==> src/rtl/core/mh64a_pkg.sv <==
// ----------------------------------------------------------------------------
// mh64a_pkg
// Shared constants and types for the streaming MurmurHash64A block.
// ----------------------------------------------------------------------------
package mh64a_pkg;

  // Mixing multiplier and shift of MurmurHash64A
  localparam logic [63:0] MIX_MUL    = 64'hc6a4a7935bd1e995;
  localparam int unsigned MIX_SHIFT  = 47;
  localparam logic [63:0] SEED_RESET = 64'h00000000e17a1465;

  // Configuration port: 64-bit registers at 8-byte spacing
  localparam int unsigned CFG_AW   = 4;
  localparam logic        REG_SEED = 1'b0;  // register index 0 (paddr[3])

  // Byte count of a full chunk; larger counts are clamped to it
  localparam logic [3:0] FULL_BYTES = 4'd8;

  // Request to the shared multiply unit
  typedef struct packed {
    logic        start;
    logic [63:0] opnd;
  } mul_req_t;

  // Response from the shared multiply unit
  typedef struct packed {
    logic        done;
    logic [63:0] res;
  } mul_rsp_t;

endpackage

==> src/rtl/core/murmur_hash64a_stream.sv <==
// ----------------------------------------------------------------------------
// murmur_hash64a_stream
// Streaming MurmurHash64A over 8-byte little-endian message chunks.
// ----------------------------------------------------------------------------
// Usage:
//   Input items are chunks (in_first, in_total_length, in_data_word,
//   in_valid_bytes, in_last), taken when in_valid is high and in_stall low.
//   A chunk with in_last set yields one out_hash_value item on the out_
//   channel; other chunks yield nothing. Chunks arriving with no open
//   message and in_first low are dropped.
//   All multiplies go through one 32x32 multiplier: each 64-bit multiply by
//   the mixing constant is issued, forms three partial products, accumulates
//   them and hands the result back. A full chunk needs 3 multiplies, a first
//   chunk adds one for the seed, a last chunk one for finalization.
//   in_stall is high while a chunk is being worked on.
//   A finished hash sits in the output register; the next chunk is accepted
//   while it waits. If the receiver stalls, a later result waits internally
//   and the input stays stalled until the output register frees up.
//   Reset (rst_n low, synchronous) closes any open message, empties the output
//   and restores hash_seed to its default. The user must write hash_seed over
//   APB at byte address 0 only while the block is idle; no logic enforces it.
// ----------------------------------------------------------------------------
module murmur_hash64a_stream
  import mh64a_pkg::*;
(
  input  logic              clk,
  input  logic              rst_n,
  // input chunks
  input  logic              in_valid,
  output logic              in_stall,
  input  logic              in_first,
  input  logic [31:0]       in_total_length,
  input  logic [63:0]       in_data_word,
  input  logic [3:0]        in_valid_bytes,
  input  logic              in_last,
  // results
  output logic              out_valid,
  input  logic              out_stall,
  output logic [63:0]       out_hash_value,
  // configuration
  input  logic              cfg_psel,
  input  logic              cfg_penable,
  input  logic              cfg_pwrite,
  input  logic [CFG_AW-1:0] cfg_paddr,
  input  logic [63:0]       cfg_pwdata,
  output logic [63:0]       cfg_prdata,
  output logic              cfg_pready
);

  logic [63:0] seed_r;
  logic        cfg_wr;
  mul_req_t    mreq;
  mul_rsp_t    mrsp;

  assign cfg_pready = 1'b1;
  assign cfg_wr     = cfg_psel && cfg_penable && cfg_pwrite && cfg_pready;

  // Seed register
  always_ff @(posedge clk) begin
    if (!rst_n) begin
      seed_r <= SEED_RESET;
    end else if (cfg_wr && (cfg_paddr[3] == REG_SEED)) begin
      seed_r <= cfg_pwdata;
    end
  end

  assign cfg_prdata = (cfg_paddr[3] == REG_SEED) ? seed_r : 64'h0;

  mh64a_seq u_seq (
    .clk             (clk),
    .rst_n           (rst_n),
    .seed            (seed_r),
    .in_valid        (in_valid),
    .in_stall        (in_stall),
    .in_first        (in_first),
    .in_total_length (in_total_length),
    .in_data_word    (in_data_word),
    .in_valid_bytes  (in_valid_bytes),
    .in_last         (in_last),
    .out_valid       (out_valid),
    .out_stall       (out_stall),
    .out_hash_value  (out_hash_value),
    .mreq            (mreq),
    .mrsp            (mrsp)
  );

  mh64a_mul u_mul (
    .clk   (clk),
    .rst_n (rst_n),
    .req   (mreq),
    .rsp   (mrsp)
  );

endmodule

==> src/rtl/core/mh64a_mul.sv <==
// ----------------------------------------------------------------------------
// mh64a_mul
// Iterative multiply by MIX_MUL modulo 2^64 using one 32x32 multiplier.
// ----------------------------------------------------------------------------
module mh64a_mul
  import mh64a_pkg::*;
(
  input  logic     clk,
  input  logic     rst_n,
  input  mul_req_t req,
  output mul_rsp_t rsp
);

  logic        busy_r;
  logic        done_r;
  logic [1:0]  ph_r;
  logic [63:0] a_r;
  logic [63:0] prod_r;
  logic [63:0] acc_r;
  logic [31:0] a_part;
  logic [31:0] m_part;

  // Partial product select: lo*lo, hi*lo, lo*hi
  always_comb begin
    a_part = (ph_r == 2'd1) ? a_r[63:32] : a_r[31:0];
    m_part = (ph_r == 2'd2) ? MIX_MUL[63:32] : MIX_MUL[31:0];
  end

  // Sequencing
  always_ff @(posedge clk) begin
    if (!rst_n) begin
      busy_r <= 1'b0;
      done_r <= 1'b0;
      ph_r   <= 2'd0;
    end else begin
      done_r <= 1'b0;
      if (req.start) begin
        busy_r <= 1'b1;
        ph_r   <= 2'd0;
      end else if (busy_r) begin
        ph_r <= ph_r + 2'd1;
        if (ph_r == 2'd3) begin
          busy_r <= 1'b0;
          done_r <= 1'b1;
        end
      end
    end
  end

  // Datapath: product registered before it is accumulated
  always_ff @(posedge clk) begin
    if (req.start) a_r <= req.opnd;
    prod_r <= {32'h0, a_part} * {32'h0, m_part};
    if (busy_r) begin
      case (ph_r)
        2'd1:    acc_r <= prod_r;
        2'd2,
        2'd3:    acc_r <= acc_r + {prod_r[31:0], 32'h0};
        default: acc_r <= acc_r;
      endcase
    end
  end

  assign rsp.done = done_r;
  assign rsp.res  = acc_r;

endmodule

==> src/rtl/core/mh64a_seq.sv <==
// ----------------------------------------------------------------------------
// mh64a_seq
// Per-item sequencer: seeding, chunk mix, tail, finalization and result.
// ----------------------------------------------------------------------------
module mh64a_seq
  import mh64a_pkg::*;
(
  input  logic        clk,
  input  logic        rst_n,
  input  logic [63:0] seed,
  input  logic        in_valid,
  output logic        in_stall,
  input  logic        in_first,
  input  logic [31:0] in_total_length,
  input  logic [63:0] in_data_word,
  input  logic [3:0]  in_valid_bytes,
  input  logic        in_last,
  output logic        out_valid,
  input  logic        out_stall,
  output logic [63:0] out_hash_value,
  output mul_req_t    mreq,
  input  mul_rsp_t    mrsp
);

  typedef enum logic [2:0] {
    S_IDLE, S_SEED, S_DISP, S_K1, S_K2, S_H, S_FIN, S_OUT
  } state_t;

  state_t      state_r;
  logic        in_msg_r;
  logic [63:0] h_r;
  logic [63:0] word_r;
  logic [3:0]  cnt_r;
  logic        last_r;
  logic [63:0] fin_r;
  logic        out_valid_r;
  logic [63:0] out_hash_r;
  logic        start_r;
  logic        start_nxt;
  logic [63:0] opnd_r;

  logic        accept;
  logic [3:0]  cnt_clamp;
  logic [63:0] tail_mask;
  logic [63:0] res_xs;
  logic [63:0] h_xs;
  logic        full_chunk;

  assign accept = in_valid && (state_r == S_IDLE);

  // Byte count clamp, tail mask and the shift-xor helpers
  always_comb begin
    cnt_clamp = (in_valid_bytes > FULL_BYTES) ? FULL_BYTES : in_valid_bytes;
    for (int i = 0; i < 8; i++) begin
      tail_mask[i*8 +: 8] = (4'(i) < cnt_r) ? 8'hff : 8'h00;
    end
    res_xs     = mrsp.res ^ (mrsp.res >> MIX_SHIFT);
    h_xs       = h_r ^ (h_r >> MIX_SHIFT);
    full_chunk = !last_r || (cnt_r == FULL_BYTES);
  end

  // Multiply issue: one pulse whenever a new operand is loaded
  assign start_nxt = (accept && in_first) || (state_r == S_DISP) ||
                     (mrsp.done && ((state_r == S_K1) || (state_r == S_K2) ||
                                    ((state_r == S_H) && last_r)));

  // State, working registers and output register
  always_ff @(posedge clk) begin
    if (!rst_n) begin
      state_r     <= S_IDLE;
      in_msg_r    <= 1'b0;
      h_r         <= '0;
      out_valid_r <= 1'b0;
      start_r     <= 1'b0;
    end else begin
      start_r <= start_nxt;
      if (out_valid_r && !out_stall && (state_r != S_OUT)) out_valid_r <= 1'b0;
      unique case (state_r)
        S_IDLE: begin
          if (accept) begin
            word_r <= in_data_word;
            cnt_r  <= cnt_clamp;
            last_r <= in_last;
            if (in_first) begin
              in_msg_r <= 1'b1;
              opnd_r   <= {32'h0, in_total_length};
              state_r  <= S_SEED;
            end else if (in_msg_r) begin
              state_r <= S_DISP;
            end
          end
        end
        S_SEED: begin
          if (mrsp.done) begin
            h_r     <= seed ^ mrsp.res;
            state_r <= S_DISP;
          end
        end
        // Choose full mix, tail or straight finalization
        S_DISP: begin
          if (full_chunk) begin
            opnd_r  <= word_r;
            state_r <= S_K1;
          end else if (cnt_r != 4'd0) begin
            opnd_r  <= h_r ^ (word_r & tail_mask);
            state_r <= S_H;
          end else begin
            opnd_r  <= h_xs;
            state_r <= S_FIN;
          end
        end
        S_K1: begin
          if (mrsp.done) begin
            opnd_r  <= res_xs;
            state_r <= S_K2;
          end
        end
        S_K2: begin
          if (mrsp.done) begin
            opnd_r  <= h_r ^ mrsp.res;
            state_r <= S_H;
          end
        end
        S_H: begin
          if (mrsp.done) begin
            h_r <= mrsp.res;
            if (last_r) begin
              opnd_r  <= res_xs;
              state_r <= S_FIN;
            end else begin
              state_r <= S_IDLE;
            end
          end
        end
        S_FIN: begin
          if (mrsp.done) begin
            fin_r    <= res_xs;
            in_msg_r <= 1'b0;
            state_r  <= S_OUT;
          end
        end
        // Wait for the output register to free up
        S_OUT: begin
          if (!out_valid_r || !out_stall) begin
            out_valid_r <= 1'b1;
            out_hash_r  <= fin_r;
            state_r     <= S_IDLE;
          end
        end
        default: state_r <= S_IDLE;
      endcase
    end
  end

  assign in_stall       = (state_r != S_IDLE);
  assign out_valid      = out_valid_r;
  assign out_hash_value = out_hash_r;
  assign mreq.start     = start_r;
  assign mreq.opnd      = opnd_r;

endmodule

==> config.mk <==
export PLATFORM = sky130hd
export DESIGN_NAME = murmur_hash64a_stream
export DESIGN_NICKNAME = d
export VERILOG_FILES = /design/src/rtl/core/mh64a_pkg.sv /design/src/rtl/core/murmur_hash64a_stream.sv /design/src/rtl/core/mh64a_mul.sv /design/src/rtl/core/mh64a_seq.sv
export SDC_FILE = /design/constraint.sdc
export NUM_CORES = 2
export LEC_CHECK = 0
export BUFFER_PORTS_ARGS = -buffer_cell sky130_fd_sc_hd__buf_4
export CAP_MARGIN = 5
export CORE_AREA = 2 2 307 309
export CTS_CLUSTER_SIZE = 24
export DETAILED_ROUTE_END_ITERATION = 8
export DIE_AREA = 0 0 309 311
export HOLD_SLACK_MARGIN = 0.03
export PLACE_DENSITY = 0.73
export RECOVER_POWER = 50
export SLEW_MARGIN = 20
export SYNTH_ARGS = -nofsm -noshare
export SYNTH_HDL_FRONTEND = slang
export SYNTH_SLANG_ARGS = --single-unit
==> constraint.sdc <==
create_clock -name clk -period 13.12 [get_ports clk]
set_input_delay 1.968 -clock clk [delete_from_list [all_inputs] [get_ports clk]]
set_output_delay 1.968 -clock clk [all_outputs]
set_load 0.05 [all_outputs]
# Word-level counts from Yosys, hierarchy flattened
# Cells that the tools add are included.
[totals]
ff_bits = 591
inputBits = 177
out_inout_bits = 131
[classes]
add_sub_neg = 2
multipliers = 1
magnitude_cmp = 9
n_eq_ne = 22
muxes = 48
bitwise = 9
n_reduce_logical = 36
[op_table]
columns = ["op", "count"]
rows = [
  ["$mux 64", 11],
  ["$pmux 64 s5", 1],
  ["$pmux 64 s2", 2],
  ["$xor 64x64->64", 3],
  ["$xor 64x17->64", 2],
  ["$add 64x64->64", 1],
  ["$and 64x64->64", 1],
  ["$mul 32x32->64", 1],
  ["$mux 32", 2],
  ["$mux 8", 8],
  ["$mux 3", 11],
  ["$pmux 3 s8", 1],
  ["$lt 3x4->1 const A", 4],
  ["$ne 2x1->1 const B", 8],
  ["$reduce_and 8->1", 2],
  ["$eq 3x3->1 const B", 4],
  ["$reduce_and 3->1", 4],
  ["$mux 1", 10],
  ["$logic_and 1x1->1", 9],
  ["$lt 1x4->1 const A", 2],
  ["$lt 2x4->1 const A", 2],
  ["$eq 3x2->1 const B", 2],
  ["$logic_or 1x1->1", 6],
  ["$reduce_bool 2->1", 3],
  ["other kinds (21)", 27],
]

# Longest topological paths before layout
[logic_depth]
depth_word = 7
ltp_mapped = 36
ltp_nobuf = 32

# Hierarchy
# Synthesis repeated with hierarchy kept, for this count alone.
[unflattened]
hier_cells = 4883
hier_area_um2 = 51505.6
[by_module_without_submodules]
columns = ["mod", "instances", "cells_per_inst", "area_each_um2", "seq_area_each_um2"]
rows = [
  ["mh64a_mul", 1, 3150, 32565.0, 5205.0],
  ["mh64a_seq", 1, 1382, 15825.2, 9238.9],
  ["murmur_hash64a_stream", 1, 351, 3115.5, 1281.2],
]

# Worst setup path after synthesis
# OpenSTA, ideal clock, no wires.
[synth_timing]
path_kind = "register -> register"
startpoint = "register u_mul.ph_r[1]"
endpoint = "register u_mul.prod_r[56]"
setup_time_ps = 120
arrival_time_ps = 8889
t_required_ps = 13000
path_slack_ps = 4111
stages_incl_launch_ff = 34
period_less_slack_ps = 9009
path_cell_list = "dfxtp_1 > clkbuf_1 > inv_1 > ha_1 > clkbuf_1 > clkbuf_1 > buf_1 > mux2i_1 > inv_1 > nand2_1 > inv_1 > fa_1 > inv_1 > fa_1 > fa_1 > fa_1 > inv_1 > fa_1 > fa_1 > fa_1 > inv_1 > fa_1 > inv_1 > ha_1 > clkbuf_2 > and3_1 > nand2_1 > nor3_1 > nand4b_1 > o211ai_4 > a311oi_4 > o41ai_4 > a41oi_1 > xnor2_1"
[synth_via]
elab_chain_len = 3
elab_cells_between_ends = 5
cone_classes = "1 x mul; 2 x eq/ne; 2 x mux"
[synth_lines]
columns = ["element", "line", "rtl"]
rows = [
  ["start: declaration", "mh64a_mul.sv:16", "logic [1:0] ph_r;"],
  ["start signal: assignment", "mh64a_mul.sv:41", "ph_r <= ph_r + 2'd1;"],
  ["$eq 2x1->1 / $eq 2x2->1 (equally long branches)", "mh64a_mul.sv:25, mh64a_mul.sv:26", ""],
  ["$mux 32, on equally long branches", "mh64a_mul.sv:25, mh64a_mul.sv:26", ""],
  ["$mul 32x32->64 (*)", "mh64a_mul.sv:53", "prod_r <= {32'h0, a_part} * {32'h0, m_part};"],
  ["end signal: assignment", "mh64a_mul.sv:53", ""],
  ["end: declaration", "mh64a_mul.sv:18", "logic [63:0] prod_r;"],
]
# Every way passes the cells marked *; elsewhere a longest branch is shown, timed or not.
# A chain may end at the register's enable or synchronous reset.

# Final worst setup path
# Ends and elaborated chain as after synthesis.

==> run metrics <==
vias per inst 5.64; final critical-path share of the clock period 0.837; CTS Sinks 591; wire length of the first global-routing pass 226 mm; violations in the final reports max-capacitance violations, max-slew violations; number of gates resized after cts 0; RSZ-0062 raised after global routing false; gpl congestion 0.977; crit path kind register to register; commonest cells after routing, fill and taps aside 822 x sky130_fd_sc_hd__inv_1, 625 x sky130_fd_sc_hd__fa_1, 432 x sky130_fd_sc_hd__ha_1; register-to-register setup slack 2.14 ns; required time of the worst setup path 13.62 ns; Slew Limit Fails 438; Post-Synthesis Cell Area 50500 um2; kind of start point of the critical path register; grt total ovfl 0; fraction of final layout cells sized beyond drive strength 1 0.0949; cell count of the worst hold path 0; final count of negative-setup-slack endpoints 0; total half-perimeter wirelength after legalization and detailed placement 120 mm; number of enable-type register cells in the synthesized netlist 389; Final Net Count approximately 6400; post-synthesis to final-layout area growth 10.4%; final antenna-violating net count 0; unique cell type count in the Yosys netlist 84; Clock Tree Root sky130_fd_sc_hd__clkbuf_16; number of remaining DRC errors 0; routed length per instance 23.0 um; achievable frequency between 90 and 100 MHz; pin count of the biggest net entering global routing 95; post-route cell area 55800 um2; max cap viols 9; launch instance of the worst register-to-register path u_mul.ph_r[1]; most used cell along the critical path sky130_fd_sc_hd__fa_1; Rows 112; Clock Pin Slew Worst Setup and Hold Paths 0.07 ns; Seq/Total Area, Yosys 0.311; Fin Setup TNS 0 ns; most frequent standard cell in the layout excluding fill and tap cells sky130_fd_sc_hd__inv_1; maximum buffer depth of the clock tree 3; final hold viol count 0; deepest level of the CTS H-tree 2; number of buffers created by CTS 54; Synth Instances 4912; class of the tightest hold or removal check register to register; routed vias 36200; number of antenna violations at the first check in global routing 5; worst-skew pair later-pin latency ~0.64 ns; global router's overall resource usage 0.313; average size of a mapped cell slightly above 10 um2; placed inst area 54000 um2; slowest stage cell on the critical path sky130_fd_sc_hd__ha_1; Worst path max stage delay 0.82 ns; 1st-pass router iterations 5; number of warnings reported in the yosys synthesis log 0; aggregate routed wire length 148 mm; worst min-delay path startpoint u_seq.opnd_r[15]; cells on worst reg2reg path 28; number of ports placed on the die boundary 308; Core ar. 92800 um2; worst hold-check slack 0.405 ns; flop and latch count out of synthesis 591; detailed router's first-iteration violation count about 3600; normalized max-slew margin -1.73; overall die area 96100 um2; Worst EP arrival 11.48 ns; horizontal extent of the die 309 um; element type at the critical path end register; min Tclk post-route 10.98 ns; Synth async-reset ratio 0; primary flip-flop cell chosen by synthesis mapping sky130_fd_sc_hd__edfxtp_1; status complete, but fails checks; CTS tree built; port bufs between 300 and 400; Critical R2R Capture u_mul.prod_r[56]; maximum net fanout on the critical path 25; number of global-route vias before repair 36600; Layout Skew 0.0284 ns; Setup Buffers After CTS 0; WHS Endpoint u_mul.a_r[15]; total of hold buffers inserted after clock tree synthesis 0; slew at the pin with the worst max-slew slack 4.09 ns; initial core utilization 0.545; die span in y roughly 310 um; Layout fillers 7888
## kinds of logic (layout without fill, tap and decap cells)
logic type	Yosys count	after routing	synth area share
AND/OR/NAND/NOR	1081	1081	0.0994
adder cells (fa/ha/maj)	1057	1057	0.355
buffers and inverters	1021	1270	0.0767
AO/OA/AOI/OAI	856	856	0.103
flip-flops	591	591	0.311
XOR/XNOR	244	244	0.0423
multiplexers	60	60	0.0124
other	2	8	0.000149
## worst max-delay path: cells and delay by family (launching register included)
family	cells	cell delay (ns)
and+or+nand+nor	6	1.60
AOI/OAI and AO/OA	4	1.10
adders and majority gates	10	5.04
DFF	1	0.67
xor gates and xnor gates	1	0.15
muxes	1	0.57
buffers and inverters	6	1.70
## registers in the layout, indices dropped and copies added (netlist names), 2 cells and up
signal,cells
u_mul.a_r,64
u_seq.out_hash_value,64
u_seq.opnd_r,64
u_mul.acc_r,64
u_seq.h_r,64
u_seq.cnt_r,4
u_mul.ph_r,2
seed_r,64
u_seq.fin_r,64
u_seq.word_r,64
u_mul.prod_r,64
u_seq.state_r,3
## cell type report
class / count / area (um2) / share of cell area
multi-input combinational: 3303 / 31000 / 0.555
sequential: 591 / 15700 / 0.282
inverter: 826 / 3100 / 0.0556
timing repair buffer: 342 / 2530 / 0.0453
tap: 1254 / 1570 / 0.0281
clock buffer: 71 / 1490 / 0.0266
clock inverter: 31 / 374 / 0.00671
antenna: 3 / 7.51 / 0.000135
## metal layers
layer	routed length, um	vias up	track usage
met5	30	-	0
met4	6360	4	0.116
met3	12600	301	0.0534
met2	68000	1613	0.491
met1	60600	17800	0.437
li1	-	16500	-
## metrics by stage
| stage | cells | setup slack [ns] | util |
|---|---|---|---|
| after floorplan | 4915 | 4.11 | - |
| after global placement | 6315 | 2.67 | 0.582 |
| after detailed placement | 6316 | 2.53 | 0.582 |
| after CTS | 6418 | 2.47 | 0.602 |
| after global routing | 6420 | 1.67 | 0.601 |
| final | 6421 | 2.14 | 0.601 |
## worst max-delay path by stage
stage,startpoint,end,cells after the start
after CTS,u_mul.ph_r[1],u_mul.prod_r[56],28
after global placement,u_mul.ph_r[1],u_mul.prod_r[56],28
after detailed placement,u_mul.ph_r[1],u_mul.prod_r[56],28
final,u_mul.ph_r[1],u_mul.prod_r[56],28
after floorplan,u_mul.ph_r[1],u_mul.prod_r[56],33
after global routing,u_mul.ph_r[1],u_mul.prod_r[56],28
## cells in the mapped netlist (11+ instances only)
| library cell | n | area (um2) |
|---|---|---|
| sky130_fd_sc_hd__dfxtp_1 | 202 | 4040 |
| sky130_fd_sc_hd__o21ai_0 | 187 | 936 |
| sky130_fd_sc_hd__nand3_1 | 77 | 385 |
| sky130_fd_sc_hd__o21bai_1 | 22 | 165 |
| sky130_fd_sc_hd__mux2i_1 | 40 | 400 |
| sky130_fd_sc_hd__fa_1 | 625 | 12500 |
| sky130_fd_sc_hd__ha_1 | 432 | 5410 |
| sky130_fd_sc_hd__nor3_1 | 52 | 260 |
| sky130_fd_sc_hd__mux2_2 | 20 | 225 |
| sky130_fd_sc_hd__and3_1 | 14 | 87.6 |
| sky130_fd_sc_hd__nor2b_1 | 138 | 863 |
| sky130_fd_sc_hd__a21o_1 | 63 | 473 |
| sky130_fd_sc_hd__nand2b_1 | 13 | 81.3 |
| sky130_fd_sc_hd__o22ai_1 | 42 | 263 |
| sky130_fd_sc_hd__nor2_1 | 264 | 991 |
| sky130_fd_sc_hd__clkbuf_1 | 158 | 593 |
| sky130_fd_sc_hd__buf_2 | 14 | 70.1 |
| sky130_fd_sc_hd__edfxtp_1 | 389 | 11700 |
| sky130_fd_sc_hd__o211ai_1 | 15 | 113 |
| sky130_fd_sc_hd__or3_1 | 11 | 68.8 |
| sky130_fd_sc_hd__a211oi_1 | 76 | 571 |
| sky130_fd_sc_hd__xnor2_1 | 128 | 1120 |
| sky130_fd_sc_hd__xor2_1 | 116 | 1020 |
| sky130_fd_sc_hd__nand4_1 | 27 | 169 |
| sky130_fd_sc_hd__inv_1 | 822 | 3090 |
| sky130_fd_sc_hd__or2_2 | 23 | 144 |
| sky130_fd_sc_hd__a31oi_1 | 29 | 181 |
| sky130_fd_sc_hd__a21oi_1 | 328 | 1640 |
| sky130_fd_sc_hd__buf_1 | 17 | 63.8 |
| sky130_fd_sc_hd__and2_1 | 36 | 225 |
| sky130_fd_sc_hd__nand2_1 | 392 | 1470 |
Power is left out: the tool's default activity adds up to more than one toggle a clock period on the data nets, which glitch-free logic cannot reach.
